## config.mk

```make
export PLATFORM = sky130hd
export DESIGN_NAME = fir_decimator_3_to_2_unit
export DESIGN_NICKNAME = d
export VERILOG_FILES = /design/src/fdec_pkg.sv /design/src/fdec_tap_cell.sv /design/src/fdec_sum_tree.sv /design/src/fdec_out_fifo.sv /design/src/fir_decimator_3_to_2_unit.sv
export SDC_FILE = /design/constraint.sdc
export NUM_CORES = 2
export LEC_CHECK = 0
export ABC_AREA = 1
export BUFFER_PORTS_ARGS = -buffer_cell sky130_fd_sc_hd__buf_2
export CORE_MARGIN = 4
export CORE_UTILIZATION = 55
export CTS_CLUSTER_DIAMETER = 120
export DETAILED_ROUTE_END_ITERATION = 10
export GPL_ROUTABILITY_DRIVEN = 0
export GPL_TIMING_DRIVEN = 0
export PLACE_DENSITY = 0.71
export RECOVER_POWER = 50
export SKIP_CTS_REPAIR_TIMING = 1
export SYNTH_ARGS = -nofsm -noshare
export SYNTH_HDL_FRONTEND = slang
export SYNTH_SLANG_ARGS = --single-unit
```

## constraint.sdc

```tcl
create_clock -name i_clk -period 19.2 [get_ports i_clk]
set_clock_uncertainty 0.2 [all_clocks]
set_input_delay 4.8 -clock i_clk [delete_from_list [all_inputs] [get_ports i_clk]]
set_output_delay 4.8 -clock i_clk [all_outputs]
set_load 0.05 [all_outputs]
```

## src/fdec_pkg.sv

```systemverilog
// Shared types and constants for the 3-to-2 FIR decimator.
// Holds the filter coefficients, sample and product types and the tap-cell control struct.
// No dependencies.
package fdec_pkg;

    // Filter shape.
    localparam int TAPS     = 16;
    localparam int SAMPLE_W = 16;
    localparam int PROD_W   = 32;
    localparam int ACC_W    = 34;
    localparam int GROUP_N  = 4;
    localparam int GROUPS   = TAPS / GROUP_N;

    // Phase accumulator and configuration widths.
    localparam int STEP_W  = 31;
    localparam int PHASE_W = 30;
    localparam int COUNT_W = 13;
    localparam int CFG_W   = 31;

    // Output scaling: Q15 products, keep bits [30:15] of the sum.
    localparam int OUT_SHIFT = 15;

    // Configuration register indexes.
    localparam logic CFG_PHASE_STEP  = 1'b0;
    localparam logic CFG_FRAME_LIMIT = 1'b1;

    // Reset values of the configuration registers.
    localparam logic [STEP_W-1:0]  PHASE_STEP_RST  = 31'd715827883;
    localparam logic [COUNT_W-1:0] FRAME_LIMIT_RST = 13'd320;

    typedef logic signed [SAMPLE_W-1:0] t_sample;
    typedef logic signed [PROD_W-1:0]   t_prod;
    typedef logic signed [ACC_W-1:0]    t_acc;

    // Symmetric low-pass filter, Q15; index 0 multiplies the newest sample.
    localparam t_sample COEF [TAPS] = '{
        -16'sd128,  -16'sd256,  -16'sd512,  -16'sd1024,
        -16'sd2048, -16'sd3072,  16'sd8192,  16'sd28416,
         16'sd28416, 16'sd8192, -16'sd3072, -16'sd2048,
        -16'sd1024, -16'sd512,  -16'sd256,  -16'sd128
    };

    // Control that every tap cell sees for one beat.
    typedef struct packed {
        logic load;     // shift a new sample into the window
        logic zero_in;  // on load, take zero instead of the neighbor's sample
        logic clear;    // without load, clear the held sample
    } t_cell_ctl;

endpackage

```

## src/fdec_tap_cell.sv

```systemverilog
// One tap of the sample window: holds one sample and its product with a coefficient.
// Hands its sample to the next cell on every load.
// Depends on fdec_pkg.
module fdec_tap_cell
    import fdec_pkg::*;
(
    input  logic      i_clk,
    input  logic      i_rst_n,
    input  t_cell_ctl i_ctl,
    input  t_sample   i_din,
    input  t_sample   i_coef,
    output t_sample   o_sample,
    output t_prod     o_prod
);

    t_sample r_sample;
    t_sample n_sample;
    t_prod   r_prod;

    // Next held sample: shift in, clear at frame start, or hold.
    always_comb begin
        if (i_ctl.load) begin
            n_sample = i_ctl.zero_in ? '0 : i_din;
        end else if (i_ctl.clear) begin
            n_sample = '0;
        end else begin
            n_sample = r_sample;
        end
    end

    // The window sample is state and resets to zero.
    always_ff @(posedge i_clk) begin
        if (!i_rst_n) begin
            r_sample <= '0;
        end else begin
            r_sample <= n_sample;
        end
    end

    // The product tracks the sample the cell holds after this edge.
    always_ff @(posedge i_clk) begin
        r_prod <= t_prod'(n_sample) * t_prod'(i_coef);
    end

    assign o_sample = r_sample;
    assign o_prod   = r_prod;

endmodule

```

## src/fdec_sum_tree.sv

```systemverilog
// Two-stage adder tree over the tap products; the first stage is registered.
// Scales the sum down by 15 bits and wraps it to 16 bits.
// Depends on fdec_pkg.
module fdec_sum_tree
    import fdec_pkg::*;
(
    input  logic    i_clk,
    input  logic    i_rst_n,
    input  logic    i_valid,
    input  t_prod   i_prod [TAPS],
    output logic    o_valid,
    output t_sample o_sample
);

    t_acc r_part [GROUPS];
    t_acc n_part [GROUPS];
    logic r_valid;
    t_acc total;

    // First stage: sum each group of products.
    always_comb begin
        for (int g = 0; g < GROUPS; g++) begin
            n_part[g] = '0;
            for (int k = 0; k < GROUP_N; k++) begin
                n_part[g] = n_part[g] + t_acc'(i_prod[g*GROUP_N + k]);
            end
        end
    end

    always_ff @(posedge i_clk) begin
        r_part <= n_part;
    end

    always_ff @(posedge i_clk) begin
        if (!i_rst_n) begin
            r_valid <= 1'b0;
        end else begin
            r_valid <= i_valid;
        end
    end

    // Second stage: add the group sums; the caller registers the result.
    always_comb begin
        total = '0;
        for (int g = 0; g < GROUPS; g++) begin
            total = total + r_part[g];
        end
    end

    assign o_valid  = r_valid;
    assign o_sample = total[OUT_SHIFT +: SAMPLE_W];

endmodule

```

## src/fdec_out_fifo.sv

```systemverilog
// Small output queue that holds finished samples while the receiver stalls.
// Register-based circular buffer; the writer never overfills it.
// Depends on fdec_pkg.
module fdec_out_fifo
    import fdec_pkg::*;
#(
    parameter int DEPTH = 4
) (
    input  logic    i_clk,
    input  logic    i_rst_n,
    input  logic    i_wr,
    input  t_sample i_wdata,
    input  logic    i_rd,
    output logic    o_valid,
    output t_sample o_rdata
);

    localparam int PTR_W = $clog2(DEPTH);
    localparam int CNT_W = $clog2(DEPTH + 1);
    localparam logic [PTR_W-1:0] LAST = PTR_W'(DEPTH - 1);

    t_sample          r_mem [DEPTH];
    logic [PTR_W-1:0] r_wr_ptr;
    logic [PTR_W-1:0] r_rd_ptr;
    logic [CNT_W-1:0] r_count;
    logic             rd_fire;

    assign rd_fire = i_rd && (r_count != '0);

    // Storage; entries need no reset.
    always_ff @(posedge i_clk) begin
        if (i_wr) begin
            r_mem[r_wr_ptr] <= i_wdata;
        end
    end

    // Pointers and fill count.
    always_ff @(posedge i_clk) begin
        if (!i_rst_n) begin
            r_wr_ptr <= '0;
            r_rd_ptr <= '0;
            r_count  <= '0;
        end else begin
            if (i_wr) begin
                r_wr_ptr <= (r_wr_ptr == LAST) ? '0 : r_wr_ptr + 1'b1;
            end
            if (rd_fire) begin
                r_rd_ptr <= (r_rd_ptr == LAST) ? '0 : r_rd_ptr + 1'b1;
            end
            if (i_wr && !rd_fire) begin
                r_count <= r_count + 1'b1;
            end else if (!i_wr && rd_fire) begin
                r_count <= r_count - 1'b1;
            end
        end
    end

    assign o_valid = (r_count != '0);
    assign o_rdata = r_mem[r_rd_ptr];

endmodule

```

## src/fir_decimator_3_to_2_unit.sv

```systemverilog
// Fractional FIR resampler, 3 input samples to 2 output samples at the default step.
// Input channel: i_in_valid / o_in_stall with i_sample_in and i_frame_start.
// Output channel: o_out_valid / i_out_stall with o_sample_out.
// Configuration: i_cfg_we, i_cfg_index, i_cfg_data; index 0 is the Q30 phase step,
// index 1 the per-frame output limit. Write only while the block is idle.
// Throughput: one input beat per cycle, sustained, while the receiver keeps up.
// A sample that produces a result reaches the output through the tap cell registers,
// one registered adder stage and the output queue.
// Each beat the 16 tap cells shift and multiply in parallel; a two-stage adder tree
// sums the products. Finished samples wait in an OUT_DEPTH-entry queue. o_in_stall
// rises only when every queue entry is already reserved by a result in flight or
// waiting, so a stalled receiver costs no data; input resumes as soon as one is taken.
// Reset (synchronous, active low) clears the window, the phase, the output count and
// the queue, and loads the default step and limit. i_frame_start clears the window,
// phase and count before its own sample. Once the limit of outputs is reached in a
// frame, later samples of that frame are dropped.
// Depends on fdec_pkg, fdec_tap_cell, fdec_sum_tree and fdec_out_fifo.
module fir_decimator_3_to_2_unit
    import fdec_pkg::*;
#(
    parameter int OUT_DEPTH = 4
) (
    input  logic               i_clk,
    input  logic               i_rst_n,
    input  logic               i_in_valid,
    output logic               o_in_stall,
    input  logic signed [15:0] i_sample_in,
    input  logic               i_frame_start,
    output logic               o_out_valid,
    input  logic               i_out_stall,
    output logic signed [15:0] o_sample_out,
    input  logic               i_cfg_we,
    input  logic               i_cfg_index,
    input  logic [CFG_W-1:0]   i_cfg_data
);

    localparam int USED_W = $clog2(OUT_DEPTH + 1);
    localparam logic [USED_W-1:0] USED_FULL = USED_W'(OUT_DEPTH);

    logic [STEP_W-1:0]  r_step;
    logic [COUNT_W-1:0] r_limit;
    logic [PHASE_W-1:0] r_phase;
    logic [COUNT_W-1:0] r_count;
    logic [USED_W-1:0]  r_used;
    logic               r_emit;

    logic               in_fire;
    logic               out_fire;
    logic               process;
    logic               clear_only;
    logic               emit;
    logic [PHASE_W-1:0] phase_base;
    logic [COUNT_W-1:0] count_base;
    logic [STEP_W:0]    phase_sum;

    t_sample   window [TAPS];
    t_prod     prod   [TAPS];
    t_cell_ctl head_ctl;
    t_cell_ctl body_ctl;
    logic      tree_valid;
    t_sample   tree_sample;

    assign in_fire  = i_in_valid && !o_in_stall;
    assign out_fire = o_out_valid && !i_out_stall;

    // Configuration registers.
    always_ff @(posedge i_clk) begin
        if (!i_rst_n) begin
            r_step  <= PHASE_STEP_RST;
            r_limit <= FRAME_LIMIT_RST;
        end else if (i_cfg_we) begin
            unique case (i_cfg_index)
                CFG_PHASE_STEP:  r_step  <= i_cfg_data;
                CFG_FRAME_LIMIT: r_limit <= i_cfg_data[COUNT_W-1:0];
                default:         r_step  <= r_step;
            endcase
        end
    end

    // Frame start clears phase and count before the sample is looked at.
    assign phase_base = i_frame_start ? '0 : r_phase;
    assign count_base = i_frame_start ? '0 : r_count;
    assign process    = in_fire && (count_base < r_limit);
    assign clear_only = in_fire && i_frame_start && !process;

    // The phase stays below one after every step, so 30 bits hold it; the
    // 31-bit wrap of the sum sits in bit 30, which marks an output.
    assign phase_sum = {2'b00, phase_base} + {1'b0, r_step};
    assign emit      = process && phase_sum[PHASE_W];

    always_ff @(posedge i_clk) begin
        if (!i_rst_n) begin
            r_phase <= '0;
            r_count <= '0;
            r_emit  <= 1'b0;
        end else begin
            r_emit <= emit;
            if (process) begin
                r_phase <= phase_sum[PHASE_W-1:0];
                r_count <= emit ? count_base + 1'b1 : count_base;
            end else if (clear_only) begin
                r_phase <= '0;
                r_count <= '0;
            end
        end
    end

    // Queue entries reserved by results in flight or waiting.
    always_ff @(posedge i_clk) begin
        if (!i_rst_n) begin
            r_used <= '0;
        end else if (emit && !out_fire) begin
            r_used <= r_used + 1'b1;
        end else if (!emit && out_fire) begin
            r_used <= r_used - 1'b1;
        end
    end

    assign o_in_stall = (r_used == USED_FULL);

    // Tap cell chain: the head takes the new sample, the rest take their neighbor's.
    assign head_ctl = '{load: process, zero_in: 1'b0, clear: clear_only};
    assign body_ctl = '{load: process, zero_in: i_frame_start, clear: clear_only};

    fdec_tap_cell u_head (
        .i_clk    (i_clk),
        .i_rst_n  (i_rst_n),
        .i_ctl    (head_ctl),
        .i_din    (i_sample_in),
        .i_coef   (COEF[0]),
        .o_sample (window[0]),
        .o_prod   (prod[0])
    );

    for (genvar k = 1; k < TAPS; k++) begin : g_cell
        fdec_tap_cell u_cell (
            .i_clk    (i_clk),
            .i_rst_n  (i_rst_n),
            .i_ctl    (body_ctl),
            .i_din    (window[k-1]),
            .i_coef   (COEF[k]),
            .o_sample (window[k]),
            .o_prod   (prod[k])
        );
    end

    // Sum the products of the window as it stands after the emitting beat.
    fdec_sum_tree u_tree (
        .i_clk    (i_clk),
        .i_rst_n  (i_rst_n),
        .i_valid  (r_emit),
        .i_prod   (prod),
        .o_valid  (tree_valid),
        .o_sample (tree_sample)
    );

    fdec_out_fifo #(
        .DEPTH (OUT_DEPTH)
    ) u_fifo (
        .i_clk   (i_clk),
        .i_rst_n (i_rst_n),
        .i_wr    (tree_valid),
        .i_wdata (tree_sample),
        .i_rd    (!i_out_stall),
        .o_valid (o_out_valid),
        .o_rdata (o_sample_out)
    );

endmodule

```

======== Yosys cells after proc, flatten, opt, wreduce, memory -nomap -nowiden ========
Memory sizes are Yosys's and may differ from the RTL's. A register that Yosys moved wholly into a read port is not among the register bits.
Index checks and enable logic that the tools add are counted.
cells by class
  muxes and demuxes ....................... 64
  divide/modulo/power cells ............... 0
  reduce and logical (&&, ||, !) cells .... 22
  add/subtract/negate cells ............... 33
  equal/unequal tests ..................... 3
  shifts and indexed selects .............. 0
  bitwise logic cells ..................... 1
  multipliers ............................. 4
  magnitude comparators ................... 1
operators with widths
  operator                                            count
  two-way mux 16 bit                                  47
  adder 31 bit                                        11
  adder 31 x 29 -> 31 bit                             4
  two-way mux 30 bit                                  3
  two-way mux 13 bit                                  4
  negator 16 -> 24 bit                                2
  multiplier 16 x 8 -> 23 bit, second input constant  2
  negator 16 -> 23 bit                                2
  negator 16 -> 22 bit                                2
  negator 16 -> 21 bit                                2
  negator 16 -> 20 bit                                2
  multiplier 16 x 3 -> 19 bit, second input constant  2
  adder 30 x 31 -> 31 bit                             1
  adder 13 x 1 -> 13 bit, second input constant       1
  < comparator 13 bit                                 1
  two-way mux 3 bit                                   4
  logical AND 1 bit                                   10
  two-way mux 2 bit                                   4
  adder 3 x 1 -> 3 bit, second input constant         2
  logical NOT 1 bit                                   6
  nonzero test 2 bit                                  3
  subtractor 3 x 1 -> 3 bit, second input constant    2
  adder 2 x 1 -> 2 bit, second input constant         2
  == test 2 bit, second input constant                2
  5 further kinds                                     7
storage, ports and cells
  bits in read-only memories .............. 0
  RAM bits ................................ 64
  output and inout port bits .............. 18
  latch bits .............................. 0
  register bits ........................... 815
  memories kept ........................... 1
memories
  memory        depth  width  rd ports  clocked after Yosys merged registers in  write ports  RTL line             text
  u_fifo.r_mem  4      16     1         1                                        1            fdec_out_fifo.sv:22  t_sample r_mem [DEPTH];

======== Depth between registers and ports, before layout ========
  word-level depth ........................ 9
  depth in mapped cells ................... 39

======== By module ========
From an unflattened synthesis, not the netlist that was laid out.
second synthesis, totals
  cell total of the unflattened synthesis .. 27858
  area, all modules ....................... 219327.9 µm²
modules (own cells, without submodules)
  module                                 seq. area each (µm²)  area each (µm²)  instances  cells an instance
  fdec_tap_cell (g_cell[11].u_cell ...)  960.9                 11795.1          12         1470
  fdec_sum_tree                          2502.4                21594.5          1          3233
  fdec_tap_cell (g_cell[10].u_cell)      960.9                 11985.2          1          1514
  fdec_tap_cell (g_cell[9].u_cell)       960.9                 11700.0          1          1423
  fdec_tap_cell (g_cell[8].u_cell)       960.9                 11695.0          1          1428
  fdec_tap_cell (u_head)                 960.9                 11672.4          1          1423
  fir_decimator_3_to_2_unit              1821.7                6313.6           1          980
  fdec_out_fifo                          2102.0                2826.5           1          217

======== Worst setup path before layout ========
No wires, ideal clock.
  path kind ............................... input to register
  start ................................... in i_frame_start
  end ..................................... reg g_cell[8].u_cell.r_prod[28]
  slack ................................... 8.290 ns
  stages on the path ...................... 36
  data arrival time ....................... 10.583 ns
  library setup time ...................... 0.127 ns
  data required time ...................... 18.873 ns
  path through ............................ inv_2 -> clkbuf_1 -> buf_1 -> nand2_1 -> inv_1 -> ha_1 -> nand2_1 -> inv_1 -> nand2_1 -> nand2_1 -> nor2_1 -> nand2_1 -> inv_2 -> nand2_4 -> nor2_4 -> inv_2 -> buf_2 -> clkbuf_1 -> o22ai_1 -> ha_1 -> xnor2_1 -> ha_1 -> fa_1 -> inv_1 -> fa_1 -> inv_1 -> ha_1 -> a21oi_1 -> o21ai_0 -> nand2_1 -> nand2_1 -> a21oi_1 -> inv_1 -> a21oi_1 -> o21ai_0 -> xor2_1
on the way
  word-level cells in the longest chain between the ends .. 8
  elaborated cells on any way between the ends .. 10
RTL lines
  element                           RTL line                         text
  start: declaration                fir_decimator_3_to_2_unit.sv:28  input logic i_frame_start,
  two-way mux 13 bit                fir_decimator_3_to_2_unit.sv:82  assign count_base = i_frame_start ? '0 : r_count;
  < comparator 13 bit               fir_decimator_3_to_2_unit.sv:83  assign process = in_fire && (count_base < r_limit);
  logical AND 1 bit                 fir_decimator_3_to_2_unit.sv:83
  logical NOT 1 bit                 fir_decimator_3_to_2_unit.sv:84  assign clear_only = in_fire && i_frame_start && !process;
  logical AND 1 bit                 fir_decimator_3_to_2_unit.sv:84
  two-way mux 16 bit                fdec_tap_cell.sv:24              end else if (i_ctl.clear) begin
  two-way mux 16 bit *              fdec_tap_cell.sv:22              if (i_ctl.load) begin
  via g_cell[8].u_cell.n_sample[2]  fdec_tap_cell.sv:17              t_sample n_sample;
  multiplier 16 x 8 -> 23 bit *     fdec_tap_cell.sv:42              r_prod <= t_prod'(n_sample) * t_prod'(i_coef);
  end signal: assignment            fdec_tap_cell.sv:42
  end: declaration                  fdec_tap_cell.sv:18              t_prod r_prod;
The timed path passes the listed nets; every way through them passes the cells marked *.
A chain may end at the register's enable or synchronous reset.

======== Worst setup path in the final report ========
Same ends and word-level chain as after synthesis.

==> impl_metrics.yaml <==
sta:
  fin_crit_sh: 0.745
  hold_viol_final: 0
  period_minus_slack_ns: 14.30
  finalSetupTns_ns: 0
  fmax_mhz: 69.9
  setup-violations-final: 0
  slew-limit-headroom: 0.0847
  setup_ws_ns: 4.90
  worst_pin_slew_ns: 1.37
  rsz0062_at_grt: "no"
  maxSlewViolCount: 0
setup_path:
  crit_arrival_ns: 14.64
  r2r_slack_ns: 10.27
  critPathMaxStageDelay_ns: 1.07
  slowest_stage: "clkbuf_1"
  cp_max_fo: 11
  required_ns: 19.54
  r2r_start: "r_count[3]$_SDFFE_PN0P_"
  ff2ff_path_depth: 32
  crit_type: "primary input to flop"
  reg2reg_to: "g_cell[8].u_cell.o_prod[28]$_DFF_P_"
  crit_start: "i_frame_start"
  critical_path.most_common_cell: "inv_1"
  crit_end: "g_cell[8].u_cell.o_prod[28]$_DFF_P_"
  cp-end-kind: "flop"
  start_kind: "primary input"
clock_tree:
  cts_tree: "built"
  clockBufferDepth: 3
  cts_buffers: 90
  clockRootBuffer: "clkbuf_16"
  cts_sinks: 851
  path_clk_slew_ns: 0.06
  worstSkewPairLatency_ns: 0.69
  h-tree-depth: 3
flow_run:
  cap_violations: 0
hold_path:
  hold_path_class: "flop to flop"
  worstHoldPathCells: 0
pwr:
  leakage_nw: 26.8
  irDropWorstVdd_uv: 231
  p_per_area_nw_per_um2: 113
floorplan:
  start_util: 0.555
  die_width_um: 307
  die-area_um2: 94000
  rows: 109
  boundaryPins: 72
  fp.dieH_um: 307
  core_um2: 88400
status:
  status: "complete, no violations"
drt:
  vias: 41200
  wl_per_cell_um: 19.9
  drtIter0Drc: 4606
  vias_per_cell: 5.56
  ant_nets: 0
  routed_wl_um: 147000
  route.detailed.drc: 0
  drt-pass1-iter-count: 9
logic_synthesis:
  ys_types: 48
  seq_area_frac_synth: 0.361
  syn_avg_cell_area_um2: 8.17
  synth-seq-cells: 851
  synth_edf_count: 64
  synth_flop_cell: "dfxtp_1"
  syn_area_um2: 49000
  yosysWarnings: 0
  async_flop_share: 0
  synth_nets: 6711
  syn_inst: 6000
global_routing:
  grt-ovfl-total: 0
  grt_max_degree: 17
  grtUsageTotal: 0.310
  antenna_found_initial: 11
  first_global_vias: 39500
  grt_pass1_wl_um: 225000
placed_design:
  io_buffers: 71
  pre_cts_ws_ns: 6.11
  hpwl_um: 117000
  numPlacedInstances: 7236
layout:
  layout.cells.most_common: "nand2_1"
  stdcell_count: 7405
  fill_cells: 7863
  drive_gt1_frac: 0.0441
  nets: 6874
  area_growth_pct: 9.82
  mostFrequentLayoutCells: "nand2_1 (1105), inv_1 (859), dfxtp_1 (787), nor2_1 (659), nand3_1 (395)"
area by class of cell:
cell class	instances	area [um2]	area share
well taps	1165	1460	0.0271
clock buffers	126	2630	0.0489
repair buffers	71	330	0.00613
inverters	867	3250	0.0604
diodes	3	7.51	0.000139
plain buffers	177	691	0.0128
multi-input cells	4105	27300	0.507
flip-flops and latches	851	17700	0.328
clock inverters	40	499	0.00927
cell families (layout without fill, tap and decap cells):
kind of cell	after synthesis	in the layout	share of synthesized area
AND/OR/NAND/NOR	2400	2400	0.207
XOR/XNOR	294	294	0.0525
flip-flops	851	851	0.361
buffers and inverters	1044	1281	0.0817
adder cells (fa/ha/maj)	657	657	0.212
other	0	3	0
AO/OA/AOI/OAI	754	754	0.0864
state kept, by name (all words and copies together), names as in the netlist, 2 cells and up, named ones only:
signal and cells:
g_cell.u_cell.o_prod 312, g_cell.u_cell.o_sample 240, u_tree.r_part 94, u_fifo.r_mem 64
r_step 31, r_phase 30, u_head.o_prod 24, u_head.o_sample 16
r_count 13, r_limit 13, r_used 3, u_fifo.r_count 3
u_fifo.r_rd_ptr 2, u_fifo.r_wr_ptr 2
metal layers:
layer	vias up	routed length, um	GRT usage
met5	-	64	0
met3	387	14500	0.0644
met1	19200	61700	0.423
met4	10	7910	0.141
met2	1914	63100	0.477
li1	19600	-	-
per-stage QoR:
step | cell area [um2] | power [mW] | hold WS [ns] | util
finish | 53800 | 6.06 | 0.129 | 0.609
global route | 53800 | 6.36 | 0.137 | 0.609
CTS | 54000 | 6.08 | 0.128 | 0.611
detailed placement | 50800 | 4.26 | 0.114 | 0.575
global placement | 50800 | 4.23 | 0.112 | 0.575
floorplan | 49000 | 3.48 | 0.110 | -
cells in the mapped netlist (all sizes together), types with 22 or more instances:
library cell / number / area (um2)
nand4: 157 / 982
fa: 290 / 5810
nor2: 683 / 2660
o22ai: 107 / 701
buf: 54 / 288
xor2: 226 / 1980
nor3: 27 / 135
inv: 867 / 3250
dfxtp: 787 / 15800
a21o: 22 / 165
clkbuf: 123 / 462
o21bai: 24 / 180
nand3: 397 / 2000
xnor2: 68 / 596
edfxtp: 64 / 1920
ha: 367 / 4590
o21ai: 197 / 993
nand2: 1107 / 4180
a21oi: 336 / 1680
where the power goes:
| group | switching, mW | internal (mW) |
|---|---|---|
| clock | 0.774 | 1.06 |
| sequential | 0.107 | 2.03 |
| combinational | 1.48 | 0.615 |
| total | 2.36 | 3.71 |
worst max-delay path: cells and delay by family:
| kind | cells | cell delay (ns) |
|---|---|---|
| buf+inv | 14 | 4.03 |
| simple gates | 10 | 2.37 |
| fa+ha+maj | 6 | 2.35 |
| compound gates | 5 | 0.92 |
| xor+xnor | 1 | 0.15 |
how the worst min path moves through the flow:
| stage | startpoint | to |
|---|---|---|
| after floorplan | u_head.o_prod[7]$_DFF_P_ | u_tree.r_part[109]$_DFF_P_ |
| after global placement | g_cell[8].u_cell.o_prod[8]$_DFF_P_ | u_tree.r_part[42]$_DFF_P_ |
| after detailed placement | g_cell[7].u_cell.o_prod[8]$_DFF_P_ | u_tree.r_part[76]$_DFF_P_ |
| after CTS | g_cell[8].u_cell.o_prod[8]$_DFF_P_ | u_tree.r_part[42]$_DFF_P_ |
| after global routing | g_cell[7].u_cell.o_prod[9]$_DFF_P_ | u_tree.r_part[77]$_DFF_P_ |
| final | g_cell[8].u_cell.o_prod[8]$_DFF_P_ | u_tree.r_part[42]$_DFF_P_ |
Note: power is estimated with default switching activity, not from simulation.
